`src/rtl/crb_pkg.sv`:
```
`timescale 1ns / 1ps
// ----------------------------------------------------------------------------
// crb_pkg: shared types and constants of the glyph class range builder
// item and result layouts, status codes and the class bit helper
// ----------------------------------------------------------------------------
package crb_pkg;

	localparam int unsigned GLYPH_W     = 16;
	localparam int unsigned CLASS_IN_W  = 16;
	localparam int unsigned CLASS_W     = 3;
	localparam int unsigned MASK_W      = 5;
	localparam int unsigned STATUS_W    = 2;
	localparam int unsigned NUM_CLASSES = 5;
	localparam logic [GLYPH_W-1:0] MAX_ID = 16'hFFFF;

	localparam int unsigned FIFO_DEPTH = 4;
	localparam int unsigned PTR_W      = 2;
	localparam int unsigned CNT_W      = 3;

	localparam int unsigned S_DATA_W = 32;
	localparam int unsigned M_DATA_W = 40;

	typedef enum logic [STATUS_W-1:0] {
		ST_OK       = 2'd0,
		ST_CLASS    = 2'd1,
		ST_ORDER    = 2'd2,
		ST_OVERFLOW = 2'd3
	} status_t;

	typedef struct packed {
		logic [GLYPH_W-1:0]    glyph_id;
		logic [CLASS_IN_W-1:0] glyph_class;
		logic                  end_of_list;
	} item_t;

	typedef struct packed {
		logic [GLYPH_W-1:0] range_start;
		logic [GLYPH_W-1:0] range_end;
		logic [CLASS_W-1:0] range_class;
		logic               final_result;
		status_t            status;
		logic [MASK_W-1:0]  classes_present;
	} result_t;

	typedef struct packed {
		logic    push0;
		logic    push1;
		result_t res0;
		result_t res1;
	} push_t;

	function automatic logic [MASK_W-1:0] class_bit(input logic [CLASS_W-1:0] cls);
		logic [MASK_W-1:0] b;
		b = '0;
		for (int i = 0; i < MASK_W; i++) begin
			if (cls == CLASS_W'(i)) begin
				b[i] = 1'b1;
			end
		end
		return b;
	endfunction

endpackage

```
`src/rtl/crb_core.sv`:
```
`timescale 1ns / 1ps
// ----------------------------------------------------------------------------
// crb_core: run tracking and range emission
// holds the open run and the class mask, turns one pair into one error result or up to two ranges
// ----------------------------------------------------------------------------
module crb_core (
	input  logic           clk,
	input  logic           arst_n,
	input  logic           adv,
	input  crb_pkg::item_t item,
	output crb_pkg::push_t push
);
	import crb_pkg::*;

	logic [GLYPH_W-1:0] rf_q, en_q;
	logic [CLASS_W-1:0] rc_q;
	logic [MASK_W-1:0]  seen_q;
	logic               await_q, skip_q;

	logic [GLYPH_W-1:0] nx_rf, nx_en, rf0, en0;
	logic [CLASS_W-1:0] nx_rc, rc0;
	logic [MASK_W-1:0]  nx_seen, mask0, m1;
	logic               nx_await, nx_skip, do_fail, class_big, last;
	status_t            fail_st;
	push_t              pu;
	logic [GLYPH_W-1:0] g;
	logic [CLASS_IN_W-1:0] c;

	assign g         = item.glyph_id;
	assign c         = item.glyph_class;
	assign last      = item.end_of_list;
	assign class_big = c >= CLASS_IN_W'(NUM_CLASSES);

	always_comb begin
		nx_rf    = rf_q;
		nx_en    = en_q;
		nx_rc    = rc_q;
		nx_seen  = seen_q;
		nx_await = await_q;
		nx_skip  = skip_q;
		pu       = '0;
		do_fail  = 1'b0;
		fail_st  = ST_OK;
		rf0      = rf_q;
		en0      = en_q;
		rc0      = rc_q;
		mask0    = seen_q;
		m1       = '0;
		if (skip_q) begin
			if (last) begin
				nx_skip  = 1'b0;
				nx_await = 1'b1;
			end
		end else begin
			// first pair of a table opens a run of its own
			if (await_q) begin
				mask0 = '0;
				rf0   = g;
				en0   = g;
				rc0   = c[CLASS_W-1:0];
			end
			if (await_q && class_big) begin
				do_fail = 1'b1;
				fail_st = ST_CLASS;
			end else if (g == en0 && c == CLASS_IN_W'(rc0)) begin
				if (last) begin
					pu.push0 = 1'b1;
					pu.res0  = '{range_start: rf0, range_end: g, range_class: rc0,
						final_result: 1'b1, status: ST_OK,
						classes_present: mask0 | class_bit(rc0)};
					nx_seen  = mask0 | class_bit(rc0);
					nx_await = 1'b1;
				end else if (en0 == MAX_ID) begin
					do_fail = 1'b1;
					fail_st = ST_OVERFLOW;
				end else begin
					nx_rf    = rf0;
					nx_en    = en0 + GLYPH_W'(1);
					nx_rc    = rc0;
					nx_seen  = mask0;
					nx_await = 1'b0;
				end
			end else if (en0 > g) begin
				do_fail = 1'b1;
				fail_st = ST_ORDER;
			end else if (class_big) begin
				do_fail = 1'b1;
				fail_st = ST_CLASS;
			end else if (!last && g == MAX_ID) begin
				do_fail = 1'b1;
				fail_st = ST_OVERFLOW;
			end else begin
				// close the open run
				m1       = mask0 | class_bit(rc0);
				pu.push0 = 1'b1;
				pu.res0  = '{range_start: rf0, range_end: en0 - GLYPH_W'(1),
					range_class: rc0, final_result: 1'b0, status: ST_OK,
					classes_present: '0};
				if (last) begin
					pu.push1 = 1'b1;
					pu.res1  = '{range_start: g, range_end: g,
						range_class: c[CLASS_W-1:0], final_result: 1'b1, status: ST_OK,
						classes_present: m1 | class_bit(c[CLASS_W-1:0])};
					nx_seen  = m1 | class_bit(c[CLASS_W-1:0]);
					nx_await = 1'b1;
				end else begin
					nx_rf    = g;
					nx_rc    = c[CLASS_W-1:0];
					nx_en    = g + GLYPH_W'(1);
					nx_seen  = m1;
					nx_await = 1'b0;
				end
			end
			if (do_fail) begin
				pu.push0 = 1'b1;
				pu.push1 = 1'b0;
				pu.res0  = '{range_start: '0, range_end: '0, range_class: '0,
					final_result: 1'b1, status: fail_st, classes_present: mask0};
				nx_seen  = mask0;
				if (last) begin
					nx_await = 1'b1;
				end else begin
					nx_skip = 1'b1;
				end
			end
		end
	end

	always_comb begin
		push       = pu;
		push.push0 = pu.push0 & adv;
		push.push1 = pu.push1 & adv;
	end

	always_ff @(posedge clk or negedge arst_n) begin
		if (!arst_n) begin
			rf_q    <= '0;
			en_q    <= '0;
			rc_q    <= '0;
			seen_q  <= '0;
			await_q <= 1'b1;
			skip_q  <= 1'b0;
		end else if (adv) begin
			rf_q    <= nx_rf;
			en_q    <= nx_en;
			rc_q    <= nx_rc;
			seen_q  <= nx_seen;
			await_q <= nx_await;
			skip_q  <= nx_skip;
		end
	end

endmodule

```
`src/rtl/crb_out_fifo.sv`:
```
`timescale 1ns / 1ps
// ----------------------------------------------------------------------------
// crb_out_fifo: result queue
// takes up to two results a cycle, while popped hands out one a cycle
// ----------------------------------------------------------------------------
module crb_out_fifo (
	input  logic             clk,
	input  logic             arst_n,
	input  crb_pkg::push_t   push,
	input  logic             pop,
	output logic             room,
	output logic             head_valid,
	output crb_pkg::result_t head
);
	import crb_pkg::*;

	result_t          mem [FIFO_DEPTH];
	logic [PTR_W-1:0] wr_q, rd_q, wr1;
	logic [CNT_W-1:0] count_q;
	logic [CNT_W-1:0] n_push;
	logic             do_pop;

	assign wr1        = wr_q + PTR_W'(1);
	assign n_push     = CNT_W'(push.push0) + CNT_W'(push.push1);
	assign head_valid = count_q != '0;
	assign do_pop     = pop & head_valid;
	// keep space for a two-range transaction
	assign room       = count_q <= CNT_W'(FIFO_DEPTH - 2);
	assign head       = mem[rd_q];

	always_ff @(posedge clk) begin
		for (int i = 0; i < FIFO_DEPTH; i++) begin
			if (push.push0 && wr_q == PTR_W'(i)) begin
				mem[i] <= push.res0;
			end else if (push.push1 && wr1 == PTR_W'(i)) begin
				mem[i] <= push.res1;
			end
		end
	end

	always_ff @(posedge clk or negedge arst_n) begin
		if (!arst_n) begin
			wr_q    <= '0;
			rd_q    <= '0;
			count_q <= '0;
		end else begin
			wr_q    <= wr_q + n_push[PTR_W-1:0];
			rd_q    <= rd_q + PTR_W'(do_pop);
			count_q <= count_q + n_push - CNT_W'(do_pop);
		end
	end

endmodule

```
`src/rtl/glyph_class_range_builder.sv`:
```
`timescale 1ns / 1ps
// ----------------------------------------------------------------------------
// glyph_class_range_builder: merges ascending (glyph, class) pairs into ranges
//
// channel  dir  tdata (low bit up)                          tuser   tlast
// s_*      in   glyph_id[15:0], glyph_class[31:16]          -       end_of_list
// m_*      out  range_start[15:0], range_end[31:16],        status  final_result
//               range_class[34:32], classes_present[39:35]
//
// one pair per cycle while the queue has room; a pair is registered, then handled
// by the core and its ranges enter a four-entry result queue
// a pair that closes a table with two ranges yields two results on the output
// a held pair stalls the input while the queue holds more than two results
// reset clears the queue and the run state, next pair opens a new table
// ----------------------------------------------------------------------------
module glyph_class_range_builder (
	input  logic        clk,
	input  logic        arst_n,
	input  logic        s_tvalid,
	output logic        s_tready,
	input  logic [31:0] s_tdata,  // glyph_id, glyph_class
	input  logic        s_tlast,
	output logic        m_tvalid,
	input  logic        m_tready,
	output logic [39:0] m_tdata,  // range_start, range_end, range_class, classes_present
	output logic [1:0]  m_tuser,  // status
	output logic        m_tlast
);
	import crb_pkg::*;

	logic    valid_s1, adv, room;
	item_t   item_s1;
	push_t   push;
	result_t head;

	assign adv      = valid_s1 & room;
	assign s_tready = !valid_s1 || adv;

	always_ff @(posedge clk or negedge arst_n) begin
		if (!arst_n) begin
			valid_s1 <= 1'b0;
		end else if (s_tready) begin
			valid_s1 <= s_tvalid;
		end
	end

	always_ff @(posedge clk) begin
		if (s_tvalid && s_tready) begin
			item_s1 <= '{glyph_id: s_tdata[GLYPH_W-1:0],
				glyph_class: s_tdata[S_DATA_W-1:GLYPH_W], end_of_list: s_tlast};
		end
	end

	crb_core u_core (
		.clk    (clk),
		.arst_n (arst_n),
		.adv    (adv),
		.item   (item_s1),
		.push   (push)
	);

	crb_out_fifo u_fifo (
		.clk        (clk),
		.arst_n     (arst_n),
		.push       (push),
		.pop        (m_tready),
		.room       (room),
		.head_valid (m_tvalid),
		.head       (head)
	);

	assign m_tdata = {head.classes_present, head.range_class, head.range_end,
		head.range_start};
	assign m_tuser = head.status;
	assign m_tlast = head.final_result;

endmodule
```
`config.mk`:
```
export PLATFORM = sky130hd
export DESIGN_NAME = glyph_class_range_builder
export DESIGN_NICKNAME = d
export VERILOG_FILES = /design/src/rtl/crb_pkg.sv /design/src/rtl/crb_core.sv /design/src/rtl/crb_out_fifo.sv /design/src/rtl/glyph_class_range_builder.sv
export SDC_FILE = /design/constraint.sdc
export NUM_CORES = 1
export LEC_CHECK = 0
export BUFFER_PORTS_ARGS = -buffer_cell sky130_fd_sc_hd__buf_2
export CAP_MARGIN = 20
export CORE_UTILIZATION = 45
export CTS_CLUSTER_DIAMETER = 100
export CTS_CLUSTER_SIZE = 12
export DETAILED_ROUTE_END_ITERATION = 7
export HOLD_SLACK_MARGIN = 0.06
export PLACE_DENSITY = 0.69
export SLEW_MARGIN = 0
export SYNTH_ARGS = -nofsm -noshare
export SYNTH_HDL_FRONTEND = slang
export SYNTH_HIERARCHICAL = 1
export SYNTH_SLANG_ARGS = --single-unit
```
`constraint.sdc`:
```
create_clock -name clk -period 7 [get_ports clk]
set_input_delay 0 -clock clk [delete_from_list [all_inputs] [get_ports clk]]
set_output_delay 0 -clock clk [all_outputs]
set_load 0.02 [all_outputs]
```
### Yosys cells after proc, flatten, opt, wreduce, memory -nomap -nowiden

Memory sizes are Yosys's and may differ from the RTL's.
Index checks and enable logic that the tools add are counted.

* flip-flop bits (word level): 83
* RAM bits: 172
* input bits: 37
* word-level logic and storage cells: 298
* memories kept: 1

Memories
* u_fifo.mem: depth 4, width 43, rd ports 1, clocked after Yosys merged registers in 0, write ports 2, RTL line crb_out_fifo.sv:17 `result_t mem [FIFO_DEPTH];`

* add/subtract/negate cells: 9
* magnitude comparators: 3
* eq/ne operators: 30
* multiplexer cells: 204
* bitwise logic cells: 13
* reductions and logical operators: 25

Operator list (count)
* 88-bit two-way mux: 5
* 43-bit two-way mux: 10
* 16-bit two-way mux: 17
* 1-bit two-way mux: 142
* 43-bit OR reduction: 2
* 5-bit two-way mux: 11
* 45-bit two-way mux: 1
* 16-bit by 1-bit adder with 16-bit output (second input constant): 2
* 16-bit == test (second input constant): 2
* 3-bit two-way mux: 9
* 2-bit two-way mux: 9
* 16-bit == test: 1
* 16-bit by 3-bit == test with 1-bit output: 1
* 16-bit by 3-bit greater-or-equal comparator with 1-bit output (second input constant): 1
* 16-bit > comparator: 1
* 16-bit by 1-bit subtractor with 16-bit output (second input constant): 1
* 5-bit bitwise OR: 3
* 3-bit by 2-bit == test with 1-bit output (second input constant): 4
* 1-bit logical AND: 12
* 2-bit inequality test (second input constant): 5
* 9-bit AND reduction: 1
* 2-bit == test (second input constant): 4
* 7-bit AND reduction: 1
* 3-bit by 1-bit == test with 1-bit output (second input constant): 2
* other kinds (23): 37

### Longest topological paths before layout

Gate-level depths: netlist of the first run.

* depth in word-level cells: 28
* depth in mapped cells: 24
* mapped depth without buffers: 20

### Cells and area by module

Netlist of the first run, hierarchy kept.

Modules (own cells, without submodules)
* crb_out_fifo: times used 1, cells an instance 454, area an instance 8654.6 µm², seq. area each 5340.1 µm²
* crb_core: times used 1, cells an instance 637, area an instance 5049.8 µm², seq. area each 1052.3 µm²
* glyph_class_range_builder: times used 1, cells an instance 38, area an instance 1051.0 µm², seq. area each 1016.0 µm²

### Worst setup path before layout of the first run

Ideal clock, no wire load.

* kind: flip-flop to flip-flop
* start: reg u_core.await_q
* end: mem u_fifo/mem[0][0] (netlist name), enable pin
* setup time: 503 ps
* arrival time: 6548 ps
* required time: 6497 ps
* setup slack: -51 ps
* stages on the path, launching flop included: 17
* buffers on the path: 4
* period minus slack after synthesis: 7051 ps
* path through: dfstp_2 -> buf_4 -> buf_2 -> buf_2 -> buf_2 -> mux2i_1 -> inv_1 -> ha_1 -> nand4_2 -> or4_1 -> nor3_1 -> a31oi_1 -> o21ai_4 -> inv_1 -> a21oi_1 -> nand2b_1 -> o21ai_0

RTL lines
* from (decl): RTL line crb_core.sv:18 `logic await_q, skip_q;`
* from (signal assigned): RTL line crb_core.sv:148 `await_q <= nx_await;`
* to (decl): RTL line crb_out_fifo.sv:17

### Worst setup path after layout of the first run

* start: reg u_core.await_q
* end: reg u_core.en_q[10]

* longest elaborated chain between the ends: 6

RTL lines
* branches (longest 6 deep; another with 16-bit > comparator)
* to (signal assigned): RTL line crb_core.sv:145 `en_q <= nx_en;`
* to (decl): RTL line crb_core.sv:15 `logic [GLYPH_W-1:0] rf_q, en_q;`

Parallel ways; which one is timed is not known. The select of a mux whose other input is x is not followed.
A chain may end at the register's enable or synchronous reset.

==> results of run 1 <==
-- flip-flops by register name, indices dropped and copies added (netlist names) --
| name | cells |
|---|---|
| u_core/skip_q | 1 |
| u_core/await_q | 1 |
| u_fifo/wr_q | 2 |
| u_fifo/mem | 172 |
| valid_s1 | 1 |
| u_core/en_q | 16 |
| u_fifo/count_q | 3 |
| u_core/rc_q | 3 |
| u_fifo/rd_q | 2 |
| u_core/seen_q | 5 |
| u_core/rf_q | 16 |
| item_s1 | 33 |
-- layout make-up --
class	count	area, um^2
fill	2772	15400
sequential	255	7410
multi-input combinational	742	6670
timing repair buffer	141	996
clock buffer	43	693
tap	435	544
inverter	42	158
clock inverter	3	31.3
-- critical path, cell delays in order (launching register included) --
cell      delay [ps]
dfstp_2         1160
buf_4            370
mux2i_1          260
inv_1            100
ha_1             300
nand4_1          200
or4_1            770
or3_1            660
o21ai_0          340
ha_1             360
nand2_1          110
or2_2            330
nor4_1           270
xnor2_1          170
nor2_1            60
a211oi_1         260
a21o_1           120
-- through the flow --
| step | hold WS (ps) | setup TNS [ps] |
|---|---|---|
| after floorplan | -296 | -4420 |
| after global placement | 177 | 0 |
| after detailed placement | 178 | 0 |
| after CTS | 107 | 0 |
| after global routing | 145 | 0 |
| final | 111 | 0 |
-- placed cells by master (no fill, tap or decap), types with 10 or more instances in the layout --
cell and n:
buf_2 81, clkbuf_1 18, edfxtp_1 205, xnor2_1 28, inv_1 42, mux2_2 182
a31oi_1 11, ha_1 25, clkbuf_16 25, buf_4 20, dlygate4sd3_1 36, a21oi_1 50
nor3_1 21, nand4_1 12, mux2i_1 37, nand2_1 62, and2_1 21, nor2_1 52
mux4_2 43, a211oi_1 10, nand2b_1 10, nand3_1 23, dfrtp_1 47, o21ai_0 30
-- worst paths after layout --
check,startpoint,slack (ps),endpoint
worst max register to register,u_core/await_q,1100,u_core/en_q[10]
worst max-delay path,u_core/await_q,1100,u_core/en_q[10]
worst min register to register,u_core/en_q[1],470,u_core/en_q[1]
min in group clk,s_tdata[8],140,item_s1[25]
worst min-delay path,arst_n,110,u_core/rc_q[0]
max in group asynchronous,arst_n,6380,u_fifo/rd_q[1]
-- power breakdown --
| group | leakage [nW] | switching [mW] | internal (mW) | total [mW] |
|---|---|---|---|---|
| clock | 0.347 | 0.585 | 0.675 | 1.26 |
| combinational | 3.50 | 0.845 | 0.583 | 1.43 |
| sequential | 2.62 | 0.161 | 1.83 | 1.99 |
-- kinds of logic after synthesis --
family / Yosys count / share of synthesized area
multiplexers: 274 / 0.241
AND/OR/NAND/NOR: 263 / 0.101
flip-flops: 255 / 0.502
AO/OA/AOI/OAI: 146 / 0.0644
buffers and inverters: 133 / 0.0499
XOR/XNOR: 31 / 0.0184
adder cells (fa/ha/maj): 26 / 0.0226
other: 1 / 0.000254
-- timing repair --
item                                    CTS  global route
hold endpoints to repair                119             0
buffers inserted                          0             0
hold buffers                             36             0
endpoints found under the setup margin    0             0
-- metal layers --
layer | vias up | track usage | routed length [um]
met4 | 0 | 0.0580 | 812
li1 | 4401 | - | -
met2 | 339 | 0.342 | 16400
met1 | 4767 | 0.311 | 16300
met3 | 64 | 0.0278 | 2200
met5 | - | 0 | 0
==> reports/summary.txt, run 1 <==
run status: completed
Final Power: 4.68 mW
Required @ worst endpoint: 7510 ps
Clk Tree Root Cell: clkbuf_16
Nets: 1270
Setup WS pre-CTS: 1120 ps
Rows: 65
Pre-antenna DRT Iters: 5
Synth area leaders: edfxtp_1, mux2_2, dfrtp_1
GRT Util Overall: 0.215
largest area contributor in the netlist: edfxtp_1
Core ar.: 0.0319 mm^2
Synth Cell Area: 0.0148 mm^2
port bufs: 81
worst setup margin: 1100 ps
Max Fclk: 169 MHz
DP Cell Count: 1579
post-route cell area: 0.0165 mm^2
CP Data Arrival Time: 6410 ps
ratio of cells with drive above 1 in the final layout: 0.331
Antenna Nets Post-Route: 0
CP max FO: 36
non-filler cells, final: 1661
asr flop ratio synth: 0.196
die height: 183 um
Starting DRT DRC Count: 854
die area: 0.0335 mm^2
Synth Flop Type: edfxtp_1
initial antenna violation count: 0
DP Wirelength: 23300 um
Slew HR: 0.323
utilization after layout: 0.518
commonest cells in the netlist: edfxtp_1, mux2_2, nand2_1
clock skew: 20.0 ps
most frequent cell after synthesis: edfxtp_1
VDD IR-drop max: 0.000194 V
Ys Warns: 6
# setup viols final: 0
area grow syn2layout: 11.8%
Resized cells post-CTS: 0
Startpoint Class: flop
max cap viols: 0
CTS Sinks: 255
Tightest Pin Transition: 1010 ps
Avg Inst Size Synth: 13.1 um^2
I/O Pins: 82
max-slew violation count: 0
CP Capture Type: flop
vias in the first global route: 9582
diode count: 0
WS Path Type: flop to flop
H-Tree Depth: 1
EDFF count, synth: 205
Starting Density: 0.463
Vias: 9571
FF+latch count, synth: 255
sequential fraction of the synthesis area: 0.502
first-pass GRT wire length: 55600 um
Fin. Hold Viols: 0
Synth Instances: 1129
Final period util: 0.843
Reg2Reg Depth: 16
leak pwr: 6.47 nW
Residual DRC: 0
Post-Route WL: 35700 um
Routed WL per cell: 21.5 um
RSZ-0062 raised after global routing: no
Die Span X: 183 um
Synth top area share: 0.417
placement-stage cell area: 0.0154 mm^2
placer congestion estimate: 0.922
clock latency on the worst-skew pair: 560 ps
total CTS buffers: 25
Netlist cell types: 84
largest net degree at the start of global routing: 51
clk slew on worst S/H paths: 80 ps
total gr overflow: 0
HP Class: primary input to asynchronous set/reset pin
clock buffer depth: 3
Final min period: 5900 ps
vias per inst: 5.76
TritonCTS clock tree: done
pwr dens: 284 mW/mm^2
(Power assumes the default switching activity.)
==> run 2, diff against run 1 <==
--- a/config.mk
+++ b/config.mk
@@ -12,7 +12,7 @@
 export CTS_CLUSTER_SIZE = 12
 export DETAILED_ROUTE_END_ITERATION = 7
 export HOLD_SLACK_MARGIN = 0.06
-export PLACE_DENSITY = 0.69
+export PLACE_DENSITY = 0.67
 export SLEW_MARGIN = 0
 export SYNTH_ARGS = -nofsm -noshare
 export SYNTH_HDL_FRONTEND = slang
==> constraint.sdc (replaced) <==
create_clock -name clk -period 5.6 [get_ports clk]
set_input_delay 0 -clock clk [delete_from_list [all_inputs] [get_ports clk]]
set_output_delay 0 -clock clk [all_outputs]
set_load 0.02 [all_outputs]
==> reports/summary.txt, run 2 (same netlist as run 1, synthesis figures left out) <==
run status: completed
Startpoint Class: flop
Rows: 65 (unchanged)
Antenna Nets Post-Route: 0 (unchanged)
Required @ worst endpoint: 6010 ps (-1500 ps)
Die Span X: 183 um (unchanged)
total gr overflow: 0 (unchanged)
Starting DRT DRC Count: 694 (-19%)
Tightest Pin Transition: 932 ps (-77.2 ps)
most frequent CP cell: inv_1
placer congestion estimate: 0.965 (+4.7%)
max cap viols: 0 (unchanged)
WS Path Type: flop to flop
TritonCTS clock tree: done
most common cell after layout, fill and taps aside: edfxtp_1
Nets: 1287 (+1.3%)
Starting Density: 0.463 (unchanged)
clock skew: 19.6 ps (-0.306 ps)
Final min period: 5230 ps (-672 ps)
Routed WL per cell: 21.6 um (+0.67%)
clock latency on the worst-skew pair: 520 ps (-40 ps)
Post-Route WL: 36300 um (+1.6%)
biggest regs: u_fifo/mem x172, item_s1 x33
Clk Tree Root Cell: clkbuf_16
Final Power: 5.86 mW (+25%)
area grow syn2layout: 12.6%
RSZ-0062 raised after global routing: no
Fillers: 2776 (+0.14%)
HP Class: primary input to asynchronous set/reset pin
Residual DRC: 0 (unchanged)
VDD IR-drop max: 0.000247 V (+28%)
CP Data Arrival Time: 5650 ps (-760 ps)
Vias: 9589 (+0.19%)
worst-path cell chain: buf_4 -> mux2i_1 -> inv_1 -> ha_1 -> nand4_1 -> or4_1 -> nor3_4 -> a31oi_1 -> o21ai_4 -> inv_1 -> a21oi_1 -> ha_1 -> inv_1 -> ha_1 -> inv_1 -> ha_1 -> inv_1 -> fa_1 -> xor2_1 -> xnor2_1
final setup TNS: 0 ps (unchanged)
H-Tree Depth: 1 (unchanged)
initial antenna violation count: 0 (unchanged)
I/O Pins: 82 (unchanged)
CP max-delay cell: dfstp_2
CTS Sinks: 255 (unchanged)
DP Wirelength: 23300 um (-0.14%)
Top reg by flops: u_fifo/mem
Slew HR: 0.374 (+0.0505)
CP Capture Type: flop
Fin. Hold Viols: 0 (unchanged)
CP max stage delay: 790 ps (-370 ps)
Reg area: 0.00741 mm^2 (unchanged)
pwr dens: 353 mW/mm^2 (+24%)
# setup viols final: 0 (unchanged)
CP max FO: 16 (-56%)
GRT Util Overall: 0.220 (+0.00481)
Core ar.: 0.0319 mm^2 (unchanged)
Pre-antenna DRT Iters: 5 (unchanged)
Final period util: 0.934 (+0.0909)
Max Fclk: 191 MHz (+13%)
clock buffer depth: 3 (unchanged)
area of the multi-input gates: 0.00667 mm^2 (about the same)
total CTS buffers: 25 (unchanged)
Reg2Reg Depth: 20 (+4)
vias in the first global route: 9635 (+0.55%)
vias per inst: 5.72 (-0.77%)
ratio of cells with drive above 1 in the final layout: 0.339 (+0.00781)
clk slew on worst S/H paths: 70 ps (about the same)
port bufs: 81 (unchanged)
most frequent cells in the layout: edfxtp_1, mux2_2, buf_2
die height: 183 um (unchanged)
max reg flops: 172 (unchanged)
leak pwr: 6.54 nW (+1.1%)
diode count: 0 (unchanged)
first-pass GRT wire length: 56800 um (+2.0%)
max-slew violation count: 0 (unchanged)
die area: 0.0335 mm^2 (unchanged)
largest net degree at the start of global routing: 51 (unchanged)
run 2: cell types whose count changed in the layout (fill, tap and decap cells not counted):
cell / change
inv_16: -1
nor3_4: +1
nor3_2: -1
clkinv_2: -1
clkbuf_1: +1
inv_4: -1
buf_4: +17
inv_8: +1
o21ai_0: +1
o21ai_1: -1
run 2: through the flow:
step	util	setup slack [ps]	area [um^2]	std cells	hold slack [ps]
3_5_place_dp	0.487	312	15500	1596	178
2_1_floorplan	-	-378	14800	1130	-296
6_report	0.521	368	16600	1677	147
3_3_place_gp	0.487	529	15500	1596	177
4_1_cts	0.521	296	16600	1677	160
5_1_grt	0.521	39.7	16600	1677	167
run 2: worst paths after layout:
kind                                endpoint  slack, ps       startpoint
min                           u_core/rc_q[0]        150           arst_n
max in group asynchronous     u_fifo/rd_q[1]       4960           arst_n
max                        u_fifo/count_q[2]        370   u_core/await_q
max reg2reg                u_fifo/count_q[2]        370   u_core/await_q
min reg2reg                  u_core/en_q[15]        490  u_core/en_q[15]
min in group clk                 item_s1[12]        180      s_tdata[27]
run 2: routing by layer:
metal | global-route usage | up-vias | wire [um] | part of all wire
met4 | 0.0497 | 0 | 623 | 0.017
met2 | 0.353 | 310 | 16700 | 0.46
met3 | 0.0214 | 38 | 2010 | 0.055
met1 | 0.323 | 4799 | 16900 | 0.47
li1 | - | 4442 | - | -
met5 | 0 | - | 0 | 0
run 2: cell type report:
class | count | area share
clock buffers | 44 | 0.0419
clock inverters | 1 | 0.000678
inverters | 42 | 0.00949
multi-input cells | 742 | 0.402
flip-flops and latches | 255 | 0.446
well taps | 435 | 0.0328
repair buffers | 158 | 0.0676
run 2: power by group:
part	internal (mW)	total, mW	switching [mW]
Sequential	2.28	2.50	0.212
Clock	0.840	1.54	0.701
Combinational	0.752	1.82	1.07
run 2: worst max-delay path: cells and delay by family, from the launching register on:
kind            cells  cell delay [ps]
xor+xnor            2              280
fa+ha+maj           5             1370
buf+inv             6              600
flops               1              790
mux                 1              330
simple gates        3             1090
compound gates      3              640
run 2: repair_timing:
action | CTS | global route
setup buffers | 0 | 0
hold buffers | 36 | 0
endpoints found under the hold margin | 106 | 0
setup endpoints to repair | 0 | 1
gates resized for setup | 0 | 1
